## config.mk

```make
export PLATFORM = sky130hd
export DESIGN_NAME = resistor_ladder_key_decoder
export DESIGN_NICKNAME = d
export VERILOG_FILES = /design/src/hw/rtl/rlkd_pkg.sv /design/src/hw/rtl/rlkd_cfg_regs.sv /design/src/hw/rtl/rlkd_mv_conv.sv /design/src/hw/rtl/rlkd_band_match.sv /design/src/hw/rtl/rlkd_key_tracker.sv /design/src/hw/rtl/resistor_ladder_key_decoder.sv
export SDC_FILE = /design/constraint.sdc
export NUM_CORES = 1
export LEC_CHECK = 0
export BUFFER_PORTS_ARGS = -buffer_cell sky130_fd_sc_hd__buf_2
export CAP_MARGIN = 0
export CORE_ASPECT_RATIO = 0.7
export CORE_MARGIN = 2
export CORE_UTILIZATION = 40
export DETAILED_ROUTE_END_ITERATION = 16
export HOLD_SLACK_MARGIN = 0.15
export PLACE_DENSITY = 0.65
export SYNTH_ARGS = -nofsm -noshare
export SYNTH_HDL_FRONTEND = slang
export SYNTH_SLANG_ARGS = --single-unit
```

## constraint.sdc

```tcl
create_clock -name clk -period 14 [get_ports clk]
set_clock_uncertainty 0.05 [all_clocks]
set_input_delay 3.5 -clock clk [delete_from_list [all_inputs] [get_ports clk]]
set_output_delay 3.5 -clock clk [all_outputs]
set_load 0.05 [all_outputs]
```

## src/hw/rtl/rlkd_pkg.sv

```systemverilog
// rlkd_pkg: shared types, codes and reset values of the resistor ladder key decoder
// no dependencies; imported by every rlkd module and the top level

package rlkd_pkg;

    // field widths fixed by the interface
    localparam int RAW_W     = 12;
    localparam int MV_W      = 12;
    localparam int SAMPLES_W = 10;
    localparam int CODE_W    = 3;
    localparam int IDX_W     = 3;
    localparam int DATA_W    = 12;

    // conversion constants: mv = floor(raw * MV_FULL / RAW_FULL)
    localparam int MV_FULL  = 2500;
    localparam int RAW_FULL = 4095;
    localparam int PROD_W   = 24;

    typedef logic [CODE_W-1:0]    code_t;
    typedef logic [MV_W-1:0]      mv_t;
    typedef logic [SAMPLES_W-1:0] samples_t;

    // key event codes
    localparam code_t EV_NONE      = 3'd0;
    localparam code_t EV_DOWN      = 3'd1;
    localparam code_t EV_UP        = 3'd2;
    localparam code_t EV_LONG_DOWN = 3'd3;
    localparam code_t EV_LONG_UP   = 3'd4;

    // ladder key codes
    localparam code_t KEY_NONE     = 3'd0;
    localparam code_t KEY_RECORD   = 3'd1;
    localparam code_t KEY_NEXT     = 3'd2;
    localparam code_t KEY_PREVIOUS = 3'd3;
    localparam code_t KEY_PLAY     = 3'd4;

    // register indexes
    localparam logic [IDX_W-1:0] REG_RELEASE_LEVEL = 3'd0;
    localparam logic [IDX_W-1:0] REG_BAND_ONE_TOP  = 3'd1;
    localparam logic [IDX_W-1:0] REG_BAND_TWO_TOP  = 3'd2;
    localparam logic [IDX_W-1:0] REG_BAND_THREE_TOP = 3'd3;
    localparam logic [IDX_W-1:0] REG_BAND_FOUR_TOP = 3'd4;
    localparam logic [IDX_W-1:0] REG_DEBOUNCE      = 3'd5;
    localparam logic [IDX_W-1:0] REG_LONG_PRESS    = 3'd6;

    // register reset values
    localparam mv_t      RST_RELEASE_LEVEL  = 12'd500;
    localparam mv_t      RST_BAND_ONE_TOP   = 12'd900;
    localparam mv_t      RST_BAND_TWO_TOP   = 12'd1150;
    localparam mv_t      RST_BAND_THREE_TOP = 12'd1500;
    localparam mv_t      RST_BAND_FOUR_TOP  = 12'd1900;
    localparam samples_t RST_DEBOUNCE       = 10'd2;
    localparam samples_t RST_LONG_PRESS     = 10'd40;

    typedef struct packed {
        mv_t      release_level;
        mv_t      band_one_top;
        mv_t      band_two_top;
        mv_t      band_three_top;
        mv_t      band_four_top;
        samples_t debounce_samples;
        samples_t long_press_samples;
    } cfg_t;

endpackage

```

## src/hw/rtl/rlkd_cfg_regs.sv

```systemverilog
// rlkd_cfg_regs: configuration register file of the key decoder
// depends on rlkd_pkg

module rlkd_cfg_regs
    import rlkd_pkg::*;
(
    input  logic              clk,
    input  logic              rst_n,
    input  logic              cfg_valid,
    output logic              cfg_ready,
    input  logic [IDX_W-1:0]  cfg_index,
    input  logic [DATA_W-1:0] cfg_data,
    output cfg_t              cfg
);

    cfg_t cfg_reg;
    cfg_t cfg_next;

    assign cfg_ready = 1'b1;
    assign cfg = cfg_reg;

    always_comb
    begin
        cfg_next = cfg_reg;
        if (cfg_valid)
        begin
            unique case (cfg_index)
                REG_RELEASE_LEVEL:  cfg_next.release_level = cfg_data;
                REG_BAND_ONE_TOP:   cfg_next.band_one_top = cfg_data;
                REG_BAND_TWO_TOP:   cfg_next.band_two_top = cfg_data;
                REG_BAND_THREE_TOP: cfg_next.band_three_top = cfg_data;
                REG_BAND_FOUR_TOP:  cfg_next.band_four_top = cfg_data;
                REG_DEBOUNCE:       cfg_next.debounce_samples = cfg_data[SAMPLES_W-1:0];
                REG_LONG_PRESS:     cfg_next.long_press_samples = cfg_data[SAMPLES_W-1:0];
                default:            cfg_next = cfg_reg;
            endcase
        end
    end

    always_ff @(posedge clk or negedge rst_n)
    begin
        if (!rst_n)
        begin
            cfg_reg.release_level      <= RST_RELEASE_LEVEL;
            cfg_reg.band_one_top       <= RST_BAND_ONE_TOP;
            cfg_reg.band_two_top       <= RST_BAND_TWO_TOP;
            cfg_reg.band_three_top     <= RST_BAND_THREE_TOP;
            cfg_reg.band_four_top      <= RST_BAND_FOUR_TOP;
            cfg_reg.debounce_samples   <= RST_DEBOUNCE;
            cfg_reg.long_press_samples <= RST_LONG_PRESS;
        end
        else
        begin
            cfg_reg <= cfg_next;
        end
    end

endmodule

```

## src/hw/rtl/rlkd_mv_conv.sv

```systemverilog
// rlkd_mv_conv: raw converter code to millivolts, floor(raw * 2500 / 4095)
// depends on rlkd_pkg

module rlkd_mv_conv
    import rlkd_pkg::*;
(
    input  logic [RAW_W-1:0] raw,
    output mv_t              mv
);

    logic [PROD_W-1:0] prod;
    logic [MV_W-1:0]   q0;
    logic [MV_W:0]     rem;

    // divide by 2^12-1: q0 = prod >> 12 is low by at most one, and the
    // remainder prod - q0*4095 folds to low bits plus q0
    always_comb
    begin
        prod = PROD_W'(raw) * PROD_W'(MV_FULL);
        q0   = prod[PROD_W-1:RAW_W];
        rem  = {1'b0, prod[RAW_W-1:0]} + {1'b0, q0};
        if (rem >= (MV_W+1)'(RAW_FULL))
            mv = q0 + 12'd1;
        else
            mv = q0;
    end

endmodule

```

## src/hw/rtl/rlkd_band_match.sv

```systemverilog
// rlkd_band_match: picks the ladder key whose millivolt band holds the sample
// depends on rlkd_pkg

module rlkd_band_match
    import rlkd_pkg::*;
(
    input  mv_t   mv,
    input  cfg_t  cfg,
    output code_t key
);

    mv_t bounds [5];

    always_comb
    begin
        bounds[0] = cfg.release_level;
        bounds[1] = cfg.band_one_top;
        bounds[2] = cfg.band_two_top;
        bounds[3] = cfg.band_three_top;
        bounds[4] = cfg.band_four_top;
        key = KEY_NONE;
        // walk from the top band down so the lowest matching band wins
        for (int k = 3; k >= 0; k--)
        begin
            if (mv > bounds[k] && mv <= bounds[k+1])
                key = CODE_W'(k + 1);
        end
    end

endmodule

```

## src/hw/rtl/rlkd_key_tracker.sv

```systemverilog
// rlkd_key_tracker: press state, held key and hold counter; produces the key event
// depends on rlkd_pkg and rlkd_band_match

module rlkd_key_tracker
    import rlkd_pkg::*;
#(
    parameter int COUNT_BITS = 11
)
(
    input  logic  clk,
    input  logic  rst_n,
    input  logic  step,
    input  mv_t   mv,
    input  cfg_t  cfg,
    output code_t key_event,
    output code_t current_key
);

    localparam int CMP_W = (COUNT_BITS > SAMPLES_W) ? COUNT_BITS : SAMPLES_W;

    logic                  key_down_reg;
    logic                  key_down_next;
    code_t                 held_key_reg;
    code_t                 held_key_next;
    logic [COUNT_BITS-1:0] hold_count_reg;
    logic [COUNT_BITS-1:0] hold_count_next;

    code_t                 key;
    code_t                 base_key;
    logic [COUNT_BITS-1:0] base_count;
    logic [COUNT_BITS-1:0] inc_count;
    logic [SAMPLES_W:0]    long_plus;
    logic [CMP_W-1:0]      long_ext;
    logic [CMP_W-1:0]      deb_ext;
    logic [CMP_W-1:0]      held_ext;
    logic [CMP_W-1:0]      inc_ext;

    rlkd_band_match u_band_match
    (
        .mv  (mv),
        .cfg (cfg),
        .key (key)
    );

    always_comb
    begin
        long_ext  = CMP_W'(cfg.long_press_samples);
        deb_ext   = CMP_W'(cfg.debounce_samples);
        held_ext  = CMP_W'(hold_count_reg);
        long_plus = {1'b0, cfg.long_press_samples} + (SAMPLES_W+1)'(1);

        // a new press starts from a cleared count
        base_key   = held_key_reg;
        base_count = hold_count_reg;
        if (!key_down_reg)
        begin
            base_count = '0;
            if (key != KEY_NONE)
                base_key = key;
        end
        inc_count = base_count + COUNT_BITS'(1);
        inc_ext   = CMP_W'(inc_count);

        key_event       = EV_NONE;
        key_down_next   = key_down_reg;
        held_key_next   = held_key_reg;
        hold_count_next = hold_count_reg;

        if (mv <= cfg.release_level)
        begin
            // release keeps key and count, reports on a falling press only
            if (key_down_reg)
            begin
                key_event     = (held_ext < long_ext) ? EV_UP : EV_LONG_UP;
                key_down_next = 1'b0;
            end
        end
        else
        begin
            key_down_next = 1'b1;
            if (base_key != key)
            begin
                hold_count_next = '0;
                held_key_next   = key;
            end
            else
            begin
                held_key_next   = base_key;
                hold_count_next = inc_count;
                if (inc_ext == long_ext)
                    key_event = EV_LONG_DOWN;
                else if (inc_ext == deb_ext)
                    key_event = EV_DOWN;
                else if (inc_ext > long_ext)
                    hold_count_next = COUNT_BITS'(long_plus);
            end
        end

        current_key = held_key_next;
    end

    always_ff @(posedge clk or negedge rst_n)
    begin
        if (!rst_n)
        begin
            key_down_reg   <= 1'b0;
            held_key_reg   <= KEY_NONE;
            hold_count_reg <= '0;
        end
        else if (step)
        begin
            key_down_reg   <= key_down_next;
            held_key_reg   <= held_key_next;
            hold_count_reg <= hold_count_next;
        end
    end

endmodule

```

## src/hw/rtl/resistor_ladder_key_decoder.sv

```systemverilog
// resistor_ladder_key_decoder: top level of the ladder keypad decoder
// depends on rlkd_pkg, rlkd_cfg_regs, rlkd_mv_conv, rlkd_key_tracker
//
//  channel | handshake                 | payload
//  --------+---------------------------+------------------------------
//  sample  | sample_valid/sample_stall | adc_sample[11:0]
//  result  | result_valid/result_stall | key_event[2:0], current_key[2:0]
//  cfg     | cfg_valid/cfg_ready       | cfg_index[2:0], cfg_data[11:0]
//
// one item per cycle sustained while result_stall stays low; an accepted sample passes the input
// register, then conversion, band match and counter update into the result register
// reset clears the valid flags, key state and restores the register defaults
// a stalled result holds the input register; one waiting sample plus one
// waiting result, and a new sample is taken in the same cycle the result leaves
// cfg_ready is always high; writes land in the next cycle

module resistor_ladder_key_decoder
    import rlkd_pkg::*;
#(
    parameter int COUNT_BITS = 11
)
(
    input  logic              clk,
    input  logic              rst_n,

    input  logic              sample_valid,
    output logic              sample_stall,
    input  logic [RAW_W-1:0]  adc_sample,

    output logic              result_valid,
    input  logic              result_stall,
    output code_t             key_event,
    output code_t             current_key,

    input  logic              cfg_valid,
    output logic              cfg_ready,
    input  logic [IDX_W-1:0]  cfg_index,
    input  logic [DATA_W-1:0] cfg_data
);

    cfg_t cfg;

    // input register
    logic             in_valid_reg;
    logic             in_valid_next;
    logic [RAW_W-1:0] sample_reg;

    // result register
    logic             res_valid_reg;
    logic             res_valid_next;
    code_t            event_reg;
    code_t            key_reg;

    logic  advance;
    logic  accept;
    mv_t   mv;
    code_t step_event;
    code_t step_key;

    rlkd_cfg_regs u_cfg_regs
    (
        .clk       (clk),
        .rst_n     (rst_n),
        .cfg_valid (cfg_valid),
        .cfg_ready (cfg_ready),
        .cfg_index (cfg_index),
        .cfg_data  (cfg_data),
        .cfg       (cfg)
    );

    rlkd_mv_conv u_mv_conv
    (
        .raw (sample_reg),
        .mv  (mv)
    );

    rlkd_key_tracker #(
        .COUNT_BITS (COUNT_BITS)
    ) u_key_tracker (
        .clk         (clk),
        .rst_n       (rst_n),
        .step        (advance),
        .mv          (mv),
        .cfg         (cfg),
        .key_event   (step_event),
        .current_key (step_key)
    );

    // an item moves on when the result slot is free or being emptied
    assign advance      = in_valid_reg && (!res_valid_reg || !result_stall);
    assign sample_stall = in_valid_reg && !advance;
    assign accept       = sample_valid && !sample_stall;

    always_comb
    begin
        in_valid_next = in_valid_reg;
        if (accept)
            in_valid_next = 1'b1;
        else if (advance)
            in_valid_next = 1'b0;

        res_valid_next = res_valid_reg;
        if (advance)
            res_valid_next = 1'b1;
        else if (!result_stall)
            res_valid_next = 1'b0;
    end

    always_ff @(posedge clk or negedge rst_n)
    begin
        if (!rst_n)
        begin
            in_valid_reg  <= 1'b0;
            res_valid_reg <= 1'b0;
        end
        else
        begin
            in_valid_reg  <= in_valid_next;
            res_valid_reg <= res_valid_next;
        end
    end

    // payload registers, no reset
    always_ff @(posedge clk)
    begin
        if (accept)
            sample_reg <= adc_sample;
        if (advance)
        begin
            event_reg <= step_event;
            key_reg   <= step_key;
        end
    end

    assign result_valid = res_valid_reg;
    assign key_event    = event_reg;
    assign current_key  = key_reg;

endmodule

```

==> results list <==
- Run status: finished, final reports clean
* Clock buffer depth: 2
- Dividing the synthesized area by the synthesized cell count gives ~9.5 um2.
- Leaving out filler cells and counting taps, the final layout contains roughly 1400.
- In the synthesized netlist the dominant register cell turns out to be dfrtp_1.
- Setup slack on the worst reg-to-reg path comes out at ~2.2 ns.
* X dimension of the die: between 150 and 200 um
- Wire length on met3: roughly 1500 um
- Logic depth of the worst register-to-register path: between 40 and 50
- By instance count, the cell type seen most on the critical path is ha_1.
- Measured against its own limit, the worst slew margin works out to ~36%.
- Die Ht: approximately 130 um
* Drc violations: 0
* Sequential cell area: 0.00301 mm2
- The congestion estimate from routability-driven global placement came to between 0.9 and 1.
- Static timing analysis puts the maximum clock frequency at ~0.085 GHz.
* Tot GR Track Use: roughly a fifth
- Hold path endpoint: result_valid
* Quantity of hold-fixing buffers added after cts: 0
* Share of cell area taken by muxes after synthesis: between 4 and 5%
* Distinct cell type count of the synthesized netlist: 80
- Part of the Yosys area used for sequential elements: 30.9%
- The die covers ~0.026 mm2.
- The top cell types in the final layout, fill and taps aside, are ha_1 (145), inv_1 (131), nand2_1 (105).
- Synth Cell Area: just under 0.01 mm2
- STA classifies the critical path startpoint as a register.
* Overflow left after global routing: 0
* Post-synthesis compound-gate area fraction: 15.8%
* Clk slew on worst S/H paths: about 0.060 ns
- Min Clock Period, post-route: roughly 12 ns
- The worst register-to-register path ends at key_event[1].
- The post-route netlist has between 15 and 20% of its cells at a drive strength greater than 1.
* Hold Vio Cnt, Final: 0
- Worst min-delay path class: register to register
* Total Routed Length: roughly 24000 um
- For this block, the initial DRC count from the detailed router was roughly 380.
- Area overhead of the layout relative to synthesis: 12.1%
- For this block, wires on met1 add up to about 13000 um.
- For the final routed database, the setup TNS stands at 0 ns.
- Once detailed placement completed, the half-perimeter wirelength came to around 19000 um.
- 0 antenna diodes ended up in the layout.
- Fill cells in the final layout number 2290.
- Counting flops with a built-in enable in the synthesized netlist gives 18.
- After the last flow step, the layout net total stands at ~1300.
- Mapped Nets: 1223
* Vias in the first global route: about 7400
- Pin count of the biggest net entering global routing: approximately 70
* Area of the core: around 0.024 mm2
- RSZ-0062 raised after global routing: false
* Commonest non-fill, non-tap cell in the layout: ha_1
* Worst path bufs/invs: 4
* Routed wire length per instance: 17.1 um
* Flip-flop count of the largest register after layout: 80
- Counting every instance in the synthesized netlist gives approximately 1000.
* Synth area leader: ha_1
- Worst-path maximum fanout: 13
- Worst setup path category: register to register
- Data on the critical path is required at its endpoint by approximately 14 ns.
* TritonCTS clock tree: yes
* Endpoints failing setup: 0
- Startpoint of the lowest-slack register-to-register path: sample_reg[5]
- Of all flip-flops after synthesis, the portion carrying an async set or reset was 84.3%.
- The tool flagged a number of max-cap violations equal to 0.
- Of the total synthesized cell area, the portion taken by XOR and XNOR cells is ~4.8%.
- At the pin with the least slew margin, the transition time is about 0.96 ns.
- Initial antenna violation count: 0
- Antenna-violating nets left: 0
- Adder-cell share of the synthesized area: a little under a quarter
- In this run the worst setup path begins at sample_reg[5].
- After synthesis, the cell types taking the most area are ha_1 (19%), dfrtp_1 (16%), dfstp_2 (9.2%), edfxtp_1 (5.5%), inv_1 (5.0%).
- Area of the multi-input gates: between 0.006 and 0.007 mm2
- Buffers inserted during clock tree synthesis total 17.
- The detailed router used layers up to and including met4.
- Data on the critical path arrives at its endpoint at roughly 12 ns.
* CP top delay family: compound AO/OA/AOI/OAI gates
- Counting instances, the worst hold path has a depth of 1.
* FP Rows: 47
- The worst setup path is captured at a register.
* Final clock period utilization by the worst path: roughly 84%
* Via total after detailed routing: roughly 7500
* Count of yosys warnings during synthesis: 0
- The total count of max-transition violations in the final report is 0.
* Worst-skew pair later-pin latency: 0.43 ns
* Max H-tree Level: 4
- Number of primary I/O pins: 41
* Slowest stage cell on the critical path: a21oi_2
* Effective utilization at floorplan: about two fifths
- By area, the combinational part of the netlist is dominated by adder cells.
* Clk root buf: clkbuf_16
- On the final layout, the worst hold slack is between 0.4 and 0.5 ns.
- The startpoint identified for the worst hold timing path is in_valid_reg.
* Buffers added on ports: 39
* Placed cell count: ~1400
* Average via count per standard cell: around 5.3
* Met2 Routed Length: just under 10000 um
- Counting flops and latches in the post-synthesis netlist gives around 120.
- The first TritonRoute pass finished after 7 iterations.
* Share of the synthesized area in the top cell type: a little under a fifth
- The first global-routing pass estimated 39500 um of wire.
* Basic-gate share of the synthesized area counting and, or, nand and nor cells: between 10 and 15%
* Clock Sinks: ~120
- Number of gates resized after cts: 0
- Number of setup buffers added after CTS: 0
- In this design, the stage delay of the slowest critical-path cell is ~0.63 ns.
## logic make-up (layout without fill, tap and decap cells)
kind of cell / count (synthesis) / count (layout)
simple gates: 271 / 271
compound gates: 220 / 220
fa+ha+maj: 169 / 169
buf+inv: 151 / 210
flops: 115 / 115
xor+xnor: 52 / 52
mux: 43 / 43
other cells: 1 / 1
## cell type report
cell class	count	area share, %
flip-flops and latches	115	27.5
well taps	318	3.64
multi-input cells	756	56.6
clock buffers	17	3.89
inverters	132	4.53
clock inverters	15	1.57
repair buffers	46	2.29
## worst reg2reg max path: cells and delay by family, from the launching register on
family / cells / cell delay (ns)
adders and majority gates: 8 / 3.18
DFF: 1 / 0.48
buffers and inverters: 4 / 0.44
and+or+nand+nor: 10 / 2.15
AOI/OAI and AO/OA: 18 / 4.50
xor gates and xnor gates: 2 / 0.66
## Yosys cell counts (3+ instances only)
| library cell | count |
|---|---|
| ha_1 | 145 |
| inv_1 | 131 |
| nand2_1 | 105 |
| o21ai_0 | 67 |
| dfrtp_1 | 63 |
| mux2_2 | 41 |
| nor2_1 | 37 |
| dfstp_2 | 34 |
| a21o_1 | 32 |
| xnor2_1 | 32 |
| a21oi_1 | 30 |
| fa_1 | 24 |
| nand4_1 | 21 |
| nand3_1 | 20 |
| nor3_1 | 19 |
| xor2_1 | 19 |
| edfxtp_1 | 18 |
| o21a_1 | 18 |
| clkbuf_1 | 15 |
| nand2b_1 | 11 |
| nor2b_1 | 9 |
| o31ai_1 | 9 |
| and2_1 | 8 |
| o211ai_1 | 8 |
| o31ai_2 | 8 |
| a21boi_0 | 6 |
| nand4b_1 | 6 |
| or3_1 | 6 |
| a211oi_1 | 5 |
| a31oi_1 | 4 |
| and3_1 | 4 |
| and4_1 | 4 |
| nor3b_1 | 4 |
| nor4_1 | 4 |
| o31a_1 | 3 |
## worst max-delay path by stage
stage | endpoint | slack, ns | depth (start not counted)
after floorplan | key_event[1] | 4.11 | 44
after global placement | key_event[1] | 2.63 | 42
after detailed placement | key_event[1] | 2.39 | 42
after CTS | key_event[1] | 2.31 | 42
after global routing | key_event[1] | 1.21 | 42
final | key_event[1] | 2.24 | 42
## routing by layer
metal | up-vias | GRT usage, %
met2 | 163 | 28.4
met4 | 0 | 4.26
met3 | 22 | 5.33
li1 | 3697 | -
met5 | - | 0
met1 | 3571 | 30.2
## metrics by stage
step                      area, um2  setup WS, ns  utilization, %
final                         10900          2.24            45.9
after floorplan                9750          4.11               -
after global routing          10900          1.21            45.9
after CTS                     10900          2.31            45.9
after detailed placement      10300          2.39            43.4
after global placement        10300          2.63            43.4
Power is left out: the tool's default activity adds up to more than one toggle a clock period on the data nets, which glitch-free logic cannot reach.
